`config.mk`:
```
export PLATFORM = sky130hd
export DESIGN_NAME = lsrc_queue
export DESIGN_NICKNAME = d
export VERILOG_FILES = /design/src/rtl/lsrc_queue.sv
export SDC_FILE = /design/constraint.sdc
export NUM_CORES = 1
export LEC_CHECK = 0
export ABC_CLOCK_PERIOD_IN_PS = 13590
export BUFFER_PORTS_ARGS = -buffer_cell sky130_fd_sc_hd__buf_2
export CAP_MARGIN = 15
export CORE_AREA = 2 2 194 196
export DETAILED_ROUTE_END_ITERATION = 12
export DIE_AREA = 0 0 196 198
export PLACE_DENSITY = 0.8
export SYNTH_ARGS = -nofsm -noshare
export SYNTH_HDL_FRONTEND = slang
export SYNTH_SLANG_ARGS = --single-unit
```
`constraint.sdc`:
```
create_clock -name clock -period 13.59 [get_ports clock]
set_input_delay 0.6795 -clock clock [delete_from_list [all_inputs] [get_ports clock]]
set_output_delay 0.6795 -clock clock [all_outputs]
set_load 0.01 [all_outputs]
```
`src/rtl/lsrc_queue.sv`:
```
// lsrc_queue: two-word queue between the classifying front and the clipping back
// plain register storage with pointers and a fill count; no dependencies
`default_nettype none

module lsrc_queue #(
   parameter int unsigned EW = 250
) (
   input  wire logic          clock,
   input  wire logic          reset,
   input  wire logic          push,
   input  wire logic [EW-1:0] wdata,
   input  wire logic          pop,
   output logic               full,
   output logic               nonempty,
   output logic [EW-1:0]      rdata
);

   logic [EW-1:0] slot_ff [0:1];
   logic          wptr_ff, wptr_in, rptr_ff, rptr_in;
   logic [1:0]    cnt_ff, cnt_in;
   logic          do_pop;

   assign full     = cnt_ff[1];
   assign nonempty = cnt_ff != 2'd0;
   assign rdata    = slot_ff[rptr_ff];
   assign do_pop   = pop && nonempty;

   // pointer and fill count update
   always_comb begin
      wptr_in = wptr_ff ^ push;
      rptr_in = rptr_ff ^ do_pop;
      cnt_in  = cnt_ff + {1'b0, push} - {1'b0, do_pop};
   end

   always_ff @(posedge clock) begin
      if (reset) begin
         wptr_ff <= 1'b0;
         rptr_ff <= 1'b0;
         cnt_ff  <= 2'd0;
      end else begin
         wptr_ff <= wptr_in;
         rptr_ff <= rptr_in;
         cnt_ff  <= cnt_in;
      end
   end

   always_ff @(posedge clock) begin
      if (push) begin
         slot_ff[wptr_ff] <= wdata;
      end
   end

endmodule

`default_nettype wire

```
# ---- Yosys cells after proc, flatten, opt, wreduce, memory -nomap -nowiden
# Memories as Yosys holds them, arrays and structs flattened. A register that Yosys moved wholly into a read port is not among the register bits.
# Index checks and enable logic that the tools add are counted.
dict set report word_totals {
  register_bits 4
  ram_bits 500
  in_bits 254
  n_memories 1
}
dict set report op_classes {
  addsub 2
  mux 3
  bitwise 2
  reduce_logical 2
}
# memory words word_bits rd rd_clocked_by_memory_dff write_ports line
set mem_list {}
lappend mem_list {slot_ff 2 250 1 1 1 18} ;# logic [EW-1:0] slot_ff [0:1];
# op count
set ops {}
lappend ops {{1-bit 2-to-1 mux} 3}
lappend ops {{2-bit by 1-bit adder with 2-bit output} 1}
lappend ops {{2-bit nonzero test} 1}
lappend ops {{2-bit by 1-bit subtractor with 2-bit output} 1}
lappend ops {{1-bit XOR} 2}
lappend ops {{1-bit logical AND} 1}

# ---- Depth between registers and ports, before layout
dict set report depth {
  ltp_word 4
  ltp_mapped 6
  mapped_depth_nobuf 6
}

# ---- Worst setup path after synthesis
# No wires, ideal clock.
dict set report synth_path {
  path_type {input port to flip-flop}
  from {in push}
  to {mem slot_ff[0][0], enable pin}
  setup_ns 0.644
  arrival_ns 6.440
  path_slack_ns 6.506
  cell_stages 1
  cell_sequence {ha_1}
}
dict set report synth_via {
  elab_chain_len 2
}
# element line
set synth_rtl {}
lappend synth_rtl {{from (decl)} 10} ;# input wire logic push,
lappend synth_rtl {{1-bit 2-to-1 mux} 48} ;# if (push) begin
lappend synth_rtl {{1-bit 2-to-1 mux (not written as such)} 49} ;# slot_ff[wptr_ff] <= wdata;
lappend synth_rtl {{to (decl)} 18}
# Every way passes these cells.

==> results.md <==
- Share of the yosys chip area belonging to registers: 0.801
- H-Tree Level Count: 2
- Sum of buffers and inverters on the critical path: 2
- Worst endpoint required time: 12.91 ns
- Yosys warnings: 0
- Num Clock Sinks: 504
- DIE WIDTH: 196 µm
- Vias/cell: 5.06
- Vias in the first global route: 9905
- CP Data Arrival Time: 2.91 ns
- Endpoint type of the worst setup path: primary output
- EDFF count, synth: 500
- Peak supply drop: 0.145 mV
- Sequence of cells on the critical path: buf_12, mux2_2, buf_2
- Skew-Pair Late Insertion Delay: 0.57 ns
- Root buf cell: clkbuf_16
- Mapped cell area: 0.0188 mm²
- CP startpoint kind: register
- # port buffers: 505
- CP max stage delay: 0.75 ns
- Drt drc: 0
- Post-Syn Instances: 798
- Hold Fails Final Rpt: 0
- Max Clock Freq: 0.278 GHz
- I/O Pins: 506
- Synthesized area per cell: 23.6 µm²
- Syn_nets: 1056
- Share of flip-flops with an asynchronous set or reset: 0
- Final worst clock skew: 0.0107 ns
- Area Growth Syn to Fin: 24.0%
- Core region area: 0.0370 mm²
- Crit path time final: 3.59 ns
- Fin. max-slew vios: 0
- Largest net degree at the start of global routing: 149
- CP delay by family, top: buffers and inverters
- Commonest cells post-synth: edfxtp_1 (500), mux2_4 (140), mux2_2 (107), buf_6 (20), buf_2 (7)
- Slowest stage cell, crit path: dfxtp_4
- Final setup viols: 0
- Rel. slew slack: 0.216
- Pre-antenna DRT Iters: 4
- DRT iter0 DRCs: 365
- Critical path class: register to primary output
- DP Wirelength: 26200 µm
- Worst-margin pin slew: 1.18 ns
- Most frequent cell after synthesis: edfxtp_1
- Routed WL per cell: 21.1 µm
- NumNets Final: 1591
- Layout cells sized above 1: 0.607
- Clock transition at path regs: 0.06 ns
- Dominant cell type by area after synthesis: edfxtp_1
- Hold_buf cts: 0
- Pwr dens: 170 mW/mm²
- Std cell rows: 71
- Flops & latches, synth: 504
- P_leak: 9.00 nW
- Initial core utilization: 0.510
- Die height: 198 µm
- Global-route wire length before repair: 55900 µm
- GP Congestion: 0.753
- Status: finished, final reports clean
- Setup TNS: 0 ns
- Main area contributors after synthesis: edfxtp_1 (80%), mux2_4 (11%), mux2_2 (6.4%)
- CTS Buffer Depth: 3
- Residual overflow from global routing: 0
- # fillers: 2505
- Initial antenna violation count: 7
- Routed Antenna Nets: 0
- Top FF cell, synth: edfxtp_1
- CP Max Fanout: 148
- Period utilization: 0.264
- Worst hold path class: input port to register
- Synth top area share: 0.797
- Die ar.: 0.0388 mm²
- RSZ-0062 raised after global routing: false
- Via count: 9358
- TritonCTS clock tree: built
- Post-Route WL: 39000 µm
- TritonCTS Buffers: 48
- Max-cap violation count: 0
- Worst hold slack: 0.293 ns
- GRT Total Usage: 0.193
- Synth cell types: 15
- Post-CTS setup buffer count: 0
- # resized after CTS: 0
metal layers:
layer,routed length (µm),global-route usage,up-vias
met5,58,0,-
met4,1190,0.0763,8
met3,4010,0.0806,84
met2,19900,0.337,434
met1,13800,0.208,4558
li1,-,-,4274
worst reg2reg max path, stage by stage, from the launching register on:
cell and delay, ns:
dfxtp_1 0.33, inv_1 0.09, ha_4 0.60, buf_4 0.76, buf_4 0.88
logic make-up (layout without fill, tap and decap cells):
kind of cell | Yosys count | in the layout | share of synthesized area
muxes | 251 | 251 | 0.178
buffers and inverters | 31 | 603 | 0.0148
other | 0 | 4 | 0
DFF | 504 | 504 | 0.801
adders and majority gates | 4 | 4 | 0.00266
xor gates and xnor gates | 1 | 1 | 0.00120
AOI/OAI and AO/OA | 1 | 1 | 0.000399
and+or+nand+nor | 6 | 6 | 0.00159
flip-flops by register name, indices dropped and copies added (netlist names):
name     count
rptr_ff      1
cnt_ff       2
slot_ff    500
wptr_ff      1
area by class of cell:
type / instances / area, µm² / area share
sequential: 504 / 15100 / 0.646
multi-input combinational: 263 / 3490 / 0.149
timing repair buffer: 513 / 2600 / 0.111
clock buffer: 63 / 1280 / 0.0548
tap: 474 / 593 / 0.0254
clock inverter: 24 / 277 / 0.0118
inverter: 3 / 11.3 / 0.000482
antenna: 4 / 10.0 / 0.000429
worst paths after layout:
check	start	to	slack, ns	depth (start not counted)
min	wdata[223]	slot_ff[0][223]$_DFFE_PP_	0.29	1
min reg2reg	wptr_ff$_SDFF_PP0_	wptr_ff$_SDFF_PP0_	0.62	3
max reg2reg	wptr_ff$_SDFF_PP0_	slot_ff[0][128]$_DFFE_PP_	10.50	4
max	rptr_ff$_SDFF_PP0_	rdata[179]	10.0	3
report_power, final:
group          total [mW]  internal, mW  switching [mW]  leakage [nW]
sequential           1.86          1.82          0.0399          4.73
combinational       0.789         0.402           0.387          3.51
clock                1.32         0.777           0.543         0.759
stage by stage:
stage	worst slack (ns)	power [mW]	instances	util	instance area [µm²]
global route	9.86	4.11	1847	0.632	23400
finish	10.0	3.97	1848	0.632	23400
global placement	10.03	2.67	1757	0.590	21800
CTS	9.96	4.01	1844	0.632	23300
detailed placement	10.01	2.69	1757	0.590	21800
floorplan	6.51	2.43	798	-	18800
placed cells by master, fill, tap and decap left out, types with 2 or more instances in the layout:
master     count
buf_2        505
buf_4          7
bufinv_16      6
clkbuf_1      14
clkbuf_16     49
clkinv_1       6
clkinv_2       8
clkinv_4       2
dfxtp_1        3
diode_2        4
edfxtp_1     500
ha_1           2
ha_4           2
inv_1          3
mux2_1         4
mux2_2       107
mux2_4       140
nor2_1         3
nor2b_1        2
No activity file was read; power rests on OpenSTA's default activity.
