File: src/rtl/lsrc_front.sv
// lsrc_front: accepts segment words and classifies them against the left, top, right and bottom edges
// forms deltas, edge distances, magnitudes and ratio signs; uses no package
`default_nettype none

module lsrc_front #(
   parameter int unsigned CW = 24,
   parameter int unsigned EW = 10 * CW + 10
) (
   input  wire logic                 clock,
   input  wire logic                 reset,
   input  wire logic                 accept,
   input  wire logic signed [CW-1:0] start_x,
   input  wire logic signed [CW-1:0] start_y,
   input  wire logic signed [CW-1:0] end_x,
   input  wire logic signed [CW-1:0] end_y,
   input  wire logic signed [CW-1:0] edge_left,
   input  wire logic signed [CW-1:0] edge_top,
   input  wire logic signed [CW-1:0] edge_right,
   input  wire logic signed [CW-1:0] edge_bottom,
   input  wire logic                 queue_full,
   output logic                      push,
   output logic [EW-1:0]             entry
);

   logic                 vld_ff, vld_in;
   logic signed [CW:0]   dx_ff, dx_in, dy_ff, dy_in;
   logic [CW-1:0]        px_ff, px_in, py_ff, py_in;
   logic signed [CW-1:0] x0_ff, y0_ff;
   logic [3:0][CW-1:0]   qa_ff, qa_in;
   logic [3:0]           qn_ff, qn_in, rn_ff, rn_in;
   logic signed [CW:0]   ndx, ndy;
   logic signed [CW:0]   q [0:3];
   logic signed [CW:0]   nq [0:3];
   logic [3:0]           pneg;

   // deltas both ways so the magnitude needs no second add
   always_comb begin
      dx_in = {end_x[CW-1], end_x} - {start_x[CW-1], start_x};
      ndx   = {start_x[CW-1], start_x} - {end_x[CW-1], end_x};
      dy_in = {end_y[CW-1], end_y} - {start_y[CW-1], start_y};
      ndy   = {start_y[CW-1], start_y} - {end_y[CW-1], end_y};
      px_in = dx_in[CW] ? ndx[CW-1:0] : dx_in[CW-1:0];
      py_in = dy_in[CW] ? ndy[CW-1:0] : dy_in[CW-1:0];
   end

   // signed distances of the start point to each edge
   always_comb begin
      q[0]  = {start_x[CW-1], start_x} - {edge_left[CW-1], edge_left};
      nq[0] = {edge_left[CW-1], edge_left} - {start_x[CW-1], start_x};
      q[1]  = {edge_right[CW-1], edge_right} - {start_x[CW-1], start_x};
      nq[1] = {start_x[CW-1], start_x} - {edge_right[CW-1], edge_right};
      q[2]  = {start_y[CW-1], start_y} - {edge_top[CW-1], edge_top};
      nq[2] = {edge_top[CW-1], edge_top} - {start_y[CW-1], start_y};
      q[3]  = {edge_bottom[CW-1], edge_bottom} - {start_y[CW-1], start_y};
      nq[3] = {start_y[CW-1], start_y} - {edge_bottom[CW-1], edge_bottom};
      pneg[0] = !dx_in[CW] && (dx_in != '0);
      pneg[1] = dx_in[CW];
      pneg[2] = !dy_in[CW] && (dy_in != '0);
      pneg[3] = dy_in[CW];
      for (int e = 0; e < 4; e++) begin
         qn_in[e] = q[e][CW];
         qa_in[e] = q[e][CW] ? nq[e][CW-1:0] : q[e][CW-1:0];
         rn_in[e] = (q[e] != '0) && (q[e][CW] != pneg[e]);
      end
   end

   // hold the word while the queue is full
   assign push   = vld_ff && !queue_full;
   assign vld_in = accept || (vld_ff && queue_full);

   always_ff @(posedge clock) begin
      if (reset) begin
         vld_ff <= 1'b0;
      end else begin
         vld_ff <= vld_in;
      end
   end

   always_ff @(posedge clock) begin
      if (accept) begin
         x0_ff <= start_x;
         y0_ff <= start_y;
         dx_ff <= dx_in;
         dy_ff <= dy_in;
         px_ff <= px_in;
         py_ff <= py_in;
         qa_ff <= qa_in;
         qn_ff <= qn_in;
         rn_ff <= rn_in;
      end
   end

   assign entry = {x0_ff, y0_ff, dx_ff, dy_ff, px_ff, py_ff, qa_ff, qn_ff, rn_ff};

endmodule

`default_nettype wire

File: config.mk
export PLATFORM = sky130hd
export DESIGN_NAME = lsrc_front
export DESIGN_NICKNAME = d
export VERILOG_FILES = /design/src/rtl/lsrc_front.sv
export SDC_FILE = /design/constraint.sdc
export NUM_CORES = 1
export LEC_CHECK = 0
export BUFFER_PORTS_ARGS = -buffer_cell sky130_fd_sc_hd__buf_2
export CAP_MARGIN = 10
export CELL_PAD_IN_SITES_DETAIL_PLACEMENT = 1
export CELL_PAD_IN_SITES_GLOBAL_PLACEMENT = 2
export CORE_ASPECT_RATIO = 0.6
export CORE_MARGIN = 3
export CORE_UTILIZATION = 25
export DETAILED_ROUTE_END_ITERATION = 6
export PLACE_DENSITY_LB_ADDON = 0.15
export SLEW_MARGIN = 10
export SYNTH_ARGS = -nofsm -noshare
export SYNTH_HDL_FRONTEND = slang
export SYNTH_SLANG_ARGS = --single-unit
File: constraint.sdc
create_clock -name clock -period 8.4 [get_ports clock]
set_clock_uncertainty 0.2 [all_clocks]
set_input_delay 0.84 -clock clock [delete_from_list [all_inputs] [get_ports clock]]
set_output_delay 0.84 -clock clock [all_outputs]
set_load 0.01 [all_outputs]
-- Word-level counts from Yosys, hierarchy flattened
Cells that the tools add are included.
- bits in registers: 251
- input bits: 196
- output and inout port bits: 251
- eq/ne operators: 4
- reductions and logical operators: 18
- add/subtract/negate cells: 12
- multiplexer cells: 6
- operators by type and width (cell ; count):
    nonzero test 25 bit ; 6
    subtractor 24 x 24 -> 25 bit ; 6
    two-way mux 24 bit ; 6
    subtractor 24 bit ; 6
    logical AND 1 bit ; 8
    != test 1 bit ; 4
    zero test 1 bit ; 3
    logical OR 1 bit ; 1

-- Depth between registers and ports, before layout
- depth in word-level cells: 5
- gate-level depth with buffers: 17
- gate-level depth less buffers: 15

-- Worst setup path before layout
Ideal clock, no wire load.
- path type: input -> register
- start: input start_y[1]
- end: register rn_ff[2], data pin
- stages: 13
- arrival: 4400 ps
- data required time: 7931 ps
- setup slack: 3531 ps
- path buffers: 0
- path through: inv_1 > ha_1 > nor2b_1 > o31a_1 > o2111a_1 > o41ai_1 > a31oi_1 > or4b_1 > or4_1 > or4b_1 > or4_1 > o31a_1 > mux2i_1
- word-level cells in the longest chain between the ends: 5
- elaborated cells on any way between the ends: 8
- classes of those cells: add/sub: 2; eq/ne: 1; reduce/logical: 5
- RTL lines (element ; RTL line ; source):
    start, declared ; 13 ; input wire logic signed [CW-1:0] start_y,
    subtractor 24 x 24 -> 25 bit ; 40 ; dy_in = {end_y[CW-1], end_y} - {start_y[CW-1], start_y};
    net dy_in[11] ; 26 ; logic signed [CW:0] dx_ff, dx_in, dy_ff, dy_in;
    nonzero test 25 bit ; 58 ; pneg[2] = !dy_in[CW] && (dy_in != '0);
    logical AND 1 bit ; 58 ;
    != test 1 bit ; 63 ; rn_in[e] = (q[e] != '0) && (q[e][CW] != pneg[e]);
    logical AND 1 bit ; 63 ;
    net rn_in[2] ; 30 ; logic [3:0] qn_ff, qn_in, rn_ff, rn_in;
    end signal, assigned ; 89 ; rn_ff <= rn_in;
    end, declared ; 30 ;
The timed path passes the listed nets, and every way through them passes these cells.
A chain may end at the register's enable or synchronous reset.

==> results.tsv <==
stage	metric	value	unit
outcome	status	completed	
power_and_ir_drop	p_leak	0.0129	µW
routing	wl_per_cell	27.4	µm
worst_setup_path	reg2reg_from	vld_ff	
floorplan	io_pins	447	
cells_and_area	nets	3536	
global_route	grt_pass1_wl	167000	µm
timing	fin_tns_setup	0	ns
cts	cts_sinks	249	
place	post_dp_cell_area	27200	µm²
timing	period_share	70.1	%
synthesis	synth_ff_type	edfxtp_1	
power_and_ir_drop	vdd_ir_drop_max	0.0998	mV
synthesis	synth.ff_latch_count	249	
global_route	grt_usage	23.2	%
routing	topRoutingLayerUsed	met5	
timing	setup_viol	0	
timing	period_minus_slack	5.89	ns
floorplan	rows	87	
cts	numCtsBuffers	34	
cells_and_area	post-route-cell-area	28400	µm²
place	placement.io_buffers	446	
cts	hold_buffers	0	
job	maxCapViolCount	0	
cts	cts_buffer_depth	3	
routing	vias	22500	
worst_setup_path	endpoint_kind	register	
synthesis	synth_async_sr_flop_share	0	%
floorplan	design.core.area	94300	µm²
worst_setup_path	required	8.54	ns
worst_setup_path	cp_max_fo	25	
cts	post_cts_resized	0	
routing	ant_nets	0	
min_path	hold_class	input port to register	
cells_and_area	drive_gt1_share	17.8	%
cells_and_area	syn2layout_area_growth	19.2	%
cells_and_area	fillers	11100	
synthesis	syn-num-nets	3176	
synthesis	synth_area_per_cell	8.87	µm²
synthesis	synth_cell_type_count	85	
worst_setup_path	cp-start-kind	input port	
timing	tightest_slew	1.15	ns
worst_setup_path	worst-setup-path-type	input port to register	
routing	drt-pass1-iter-count	5	
cts	clk_latency	0.57	ns
timing	fmax	170	MHz
routing	drtIter0Drc	1908	
worst_setup_path	arrival	6.02	ns
cells_and_area	layout_common_cells	buf_2 (445), ha_1 (282), inv_1 (280)	
timing	finalHoldViolations	0	
routing	drt_wl_total	119000	µm
global_route	antenna_found_initial	27	
worst_setup_path	setup.worst_path.start	start_x[1]	
cells_and_area	layout_commonest_cell	buf_2	
place	place_congestion	0.961	
synthesis	synthCells	2686	
power_and_ir_drop	p_per_area	191	nW/µm²
synthesis	synthesis.area	23800	µm²
synthesis	synth-edff-count	248	
routing	met3WireLength	9380	µm
routing	via_per_inst	5.21	
cts	cts-htree-levels	2	
floorplan	dieArea	99200	µm²
cells_and_area	utilization	30.1	%
timing	slew_headroom	23.4	%
cts	cts_tree	yes	
floorplan	fp.dieH	245	µm
cts	cts_setup_buffers	0	
floorplan	die_width	405	µm
routing	drc_errors	0	
cts	clk_pin_slew	0.06	ns
synthesis	ys.warnings.count	0	
timing	rsz0062_at_grt	false	
place	dp_hpwl	98800	µm
synthesis	synth_seq_area_share	31.3	%
global_route	grt_start_max_net_pins	96	
timing	slew_viol_final	0	
global_route	grt_overflow	0	
routing	wirelength_met1	64600	µm
global_route	grt_pass1_vias	22300	
min_path	hold_path.startpoint	reset	
floorplan	start_util	25.3	%
cts	cts_root_buf	clkbuf_16	
routing	dr_wl_met2	42100	µm
[Yosys cell counts, types with 11 or more instances]
cell / count / share of area [%]
ha_1: 282 / 15
nor2b_1: 38 / 1.0
nor2_1: 173 / 2.7
a211oi_1: 30 / 0.95
or3_1: 22 / 0.58
fa_1: 12 / 1.0
xor2_1: 67 / 2.5
a211o_1: 11 / 0.40
nand2b_1: 39 / 1.0
clkbuf_1: 104 / 1.6
edfxtp_1: 248 / 31
o211ai_1: 18 / 0.57
a21boi_0: 18 / 0.57
a21oi_1: 219 / 4.6
o21bai_1: 42 / 1.3
a31oi_1: 26 / 0.68
nand4_1: 20 / 0.53
nor3_1: 67 / 1.4
o2111ai_1: 15 / 0.55
o21a_1: 26 / 0.82
nor4_1: 16 / 0.42
o31ai_1: 14 / 0.44
a21o_1: 92 / 2.9
o21ai_0: 167 / 3.5
or2_2: 12 / 0.32
inv_1: 280 / 4.4
nand3_1: 42 / 0.88
xnor2_1: 140 / 5.1
and2_1: 18 / 0.47
mux2i_1: 70 / 2.9
nand2_1: 133 / 2.1
and3_1: 20 / 0.53
or4_1: 11 / 0.35
buf_2: 17 / 0.36
[layer usage]
metal / vias to the layer above / track usage, %
met1: 11300 / 38.5
li1: 10400 / -
met5: - / 0
met2: 711 / 28.1
met3: 118 / 5.83
met4: 4 / 5.58
[sequential cells by signal, summed over array words and instances, names as in the netlist]
register / cells
y0_ff: 24
x0_ff: 24
vld_ff: 1
py_ff: 23
dy_ff: 25
qn_ff: 4
rn_ff: 4
px_ff: 23
entry: 96
dx_ff: 25
[per-stage QoR]
stage / instances / setup WS [ns] / hold slack [ns] / total power, µW
2_1_floorplan: 2686 / 3.53 / 0.243 / 2950
3_3_place_gp: 4256 / 1.97 / 0.262 / 3830
3_5_place_dp: 4256 / 1.94 / 0.284 / 3830
4_1_cts: 4317 / 2.54 / 0.164 / 5490
5_1_grt: 4328 / 2.16 / 0.190 / 5750
6_report: 4328 / 2.51 / 0.222 / 5420
[cells by family after synthesis]
group	after synthesis	synth area share [%]
and+or+nand+nor	647	13.6
adders and majority gates	294	15.8
AOI/OAI and AO/OA	801	21.9
buffers and inverters	413	6.63
xor gates and xnor gates	207	7.61
muxes	75	3.18
DFF	249	31.3
[cell type report]
cell class / count / area (µm²) / share of cell area (%)
tap: 1246 / 1560 / 5.49
timing repair buffer: 455 / 2310 / 8.13
inverter: 282 / 1060 / 3.73
clock buffer: 43 / 906 / 3.19
sequential: 249 / 7470 / 26.3
clock inverter: 18 / 250 / 0.881
antenna: 11 / 27.5 / 0.0969
multi-input combinational: 2024 / 14800 / 52.2
[worst max-delay path, stage by stage]
cell and delay, ns:
buf_2 0.34, inv_1 0.44, fa_1 0.60, nand2b_1 0.21, a21oi_1 0.37, o31a_1 0.25
o41ai_1 0.12, o21ai_1 0.35, a2111oi_0 0.18, nor3_1 0.45, a21oi_1 0.24, a31oi_4 0.96
mux2i_1 0.23, xnor2_1 0.36
[worst paths after layout]
path,end,slack (ns),depth (start not counted)
worst max-delay path,entry[17],2.51,14
worst min-delay path,vld_ff,0.22,2
worst max register to register,vld_ff,7.62,2
worst min register to register,vld_ff,0.29,2
[report_power, final]
group          switching (µW)  total (µW)  internal (µW)
Combinational            1370        2120            749
Clock                     663        1590            925
Sequential               63.4        1710           1650
No activity file was read; power rests on OpenSTA's default activity.
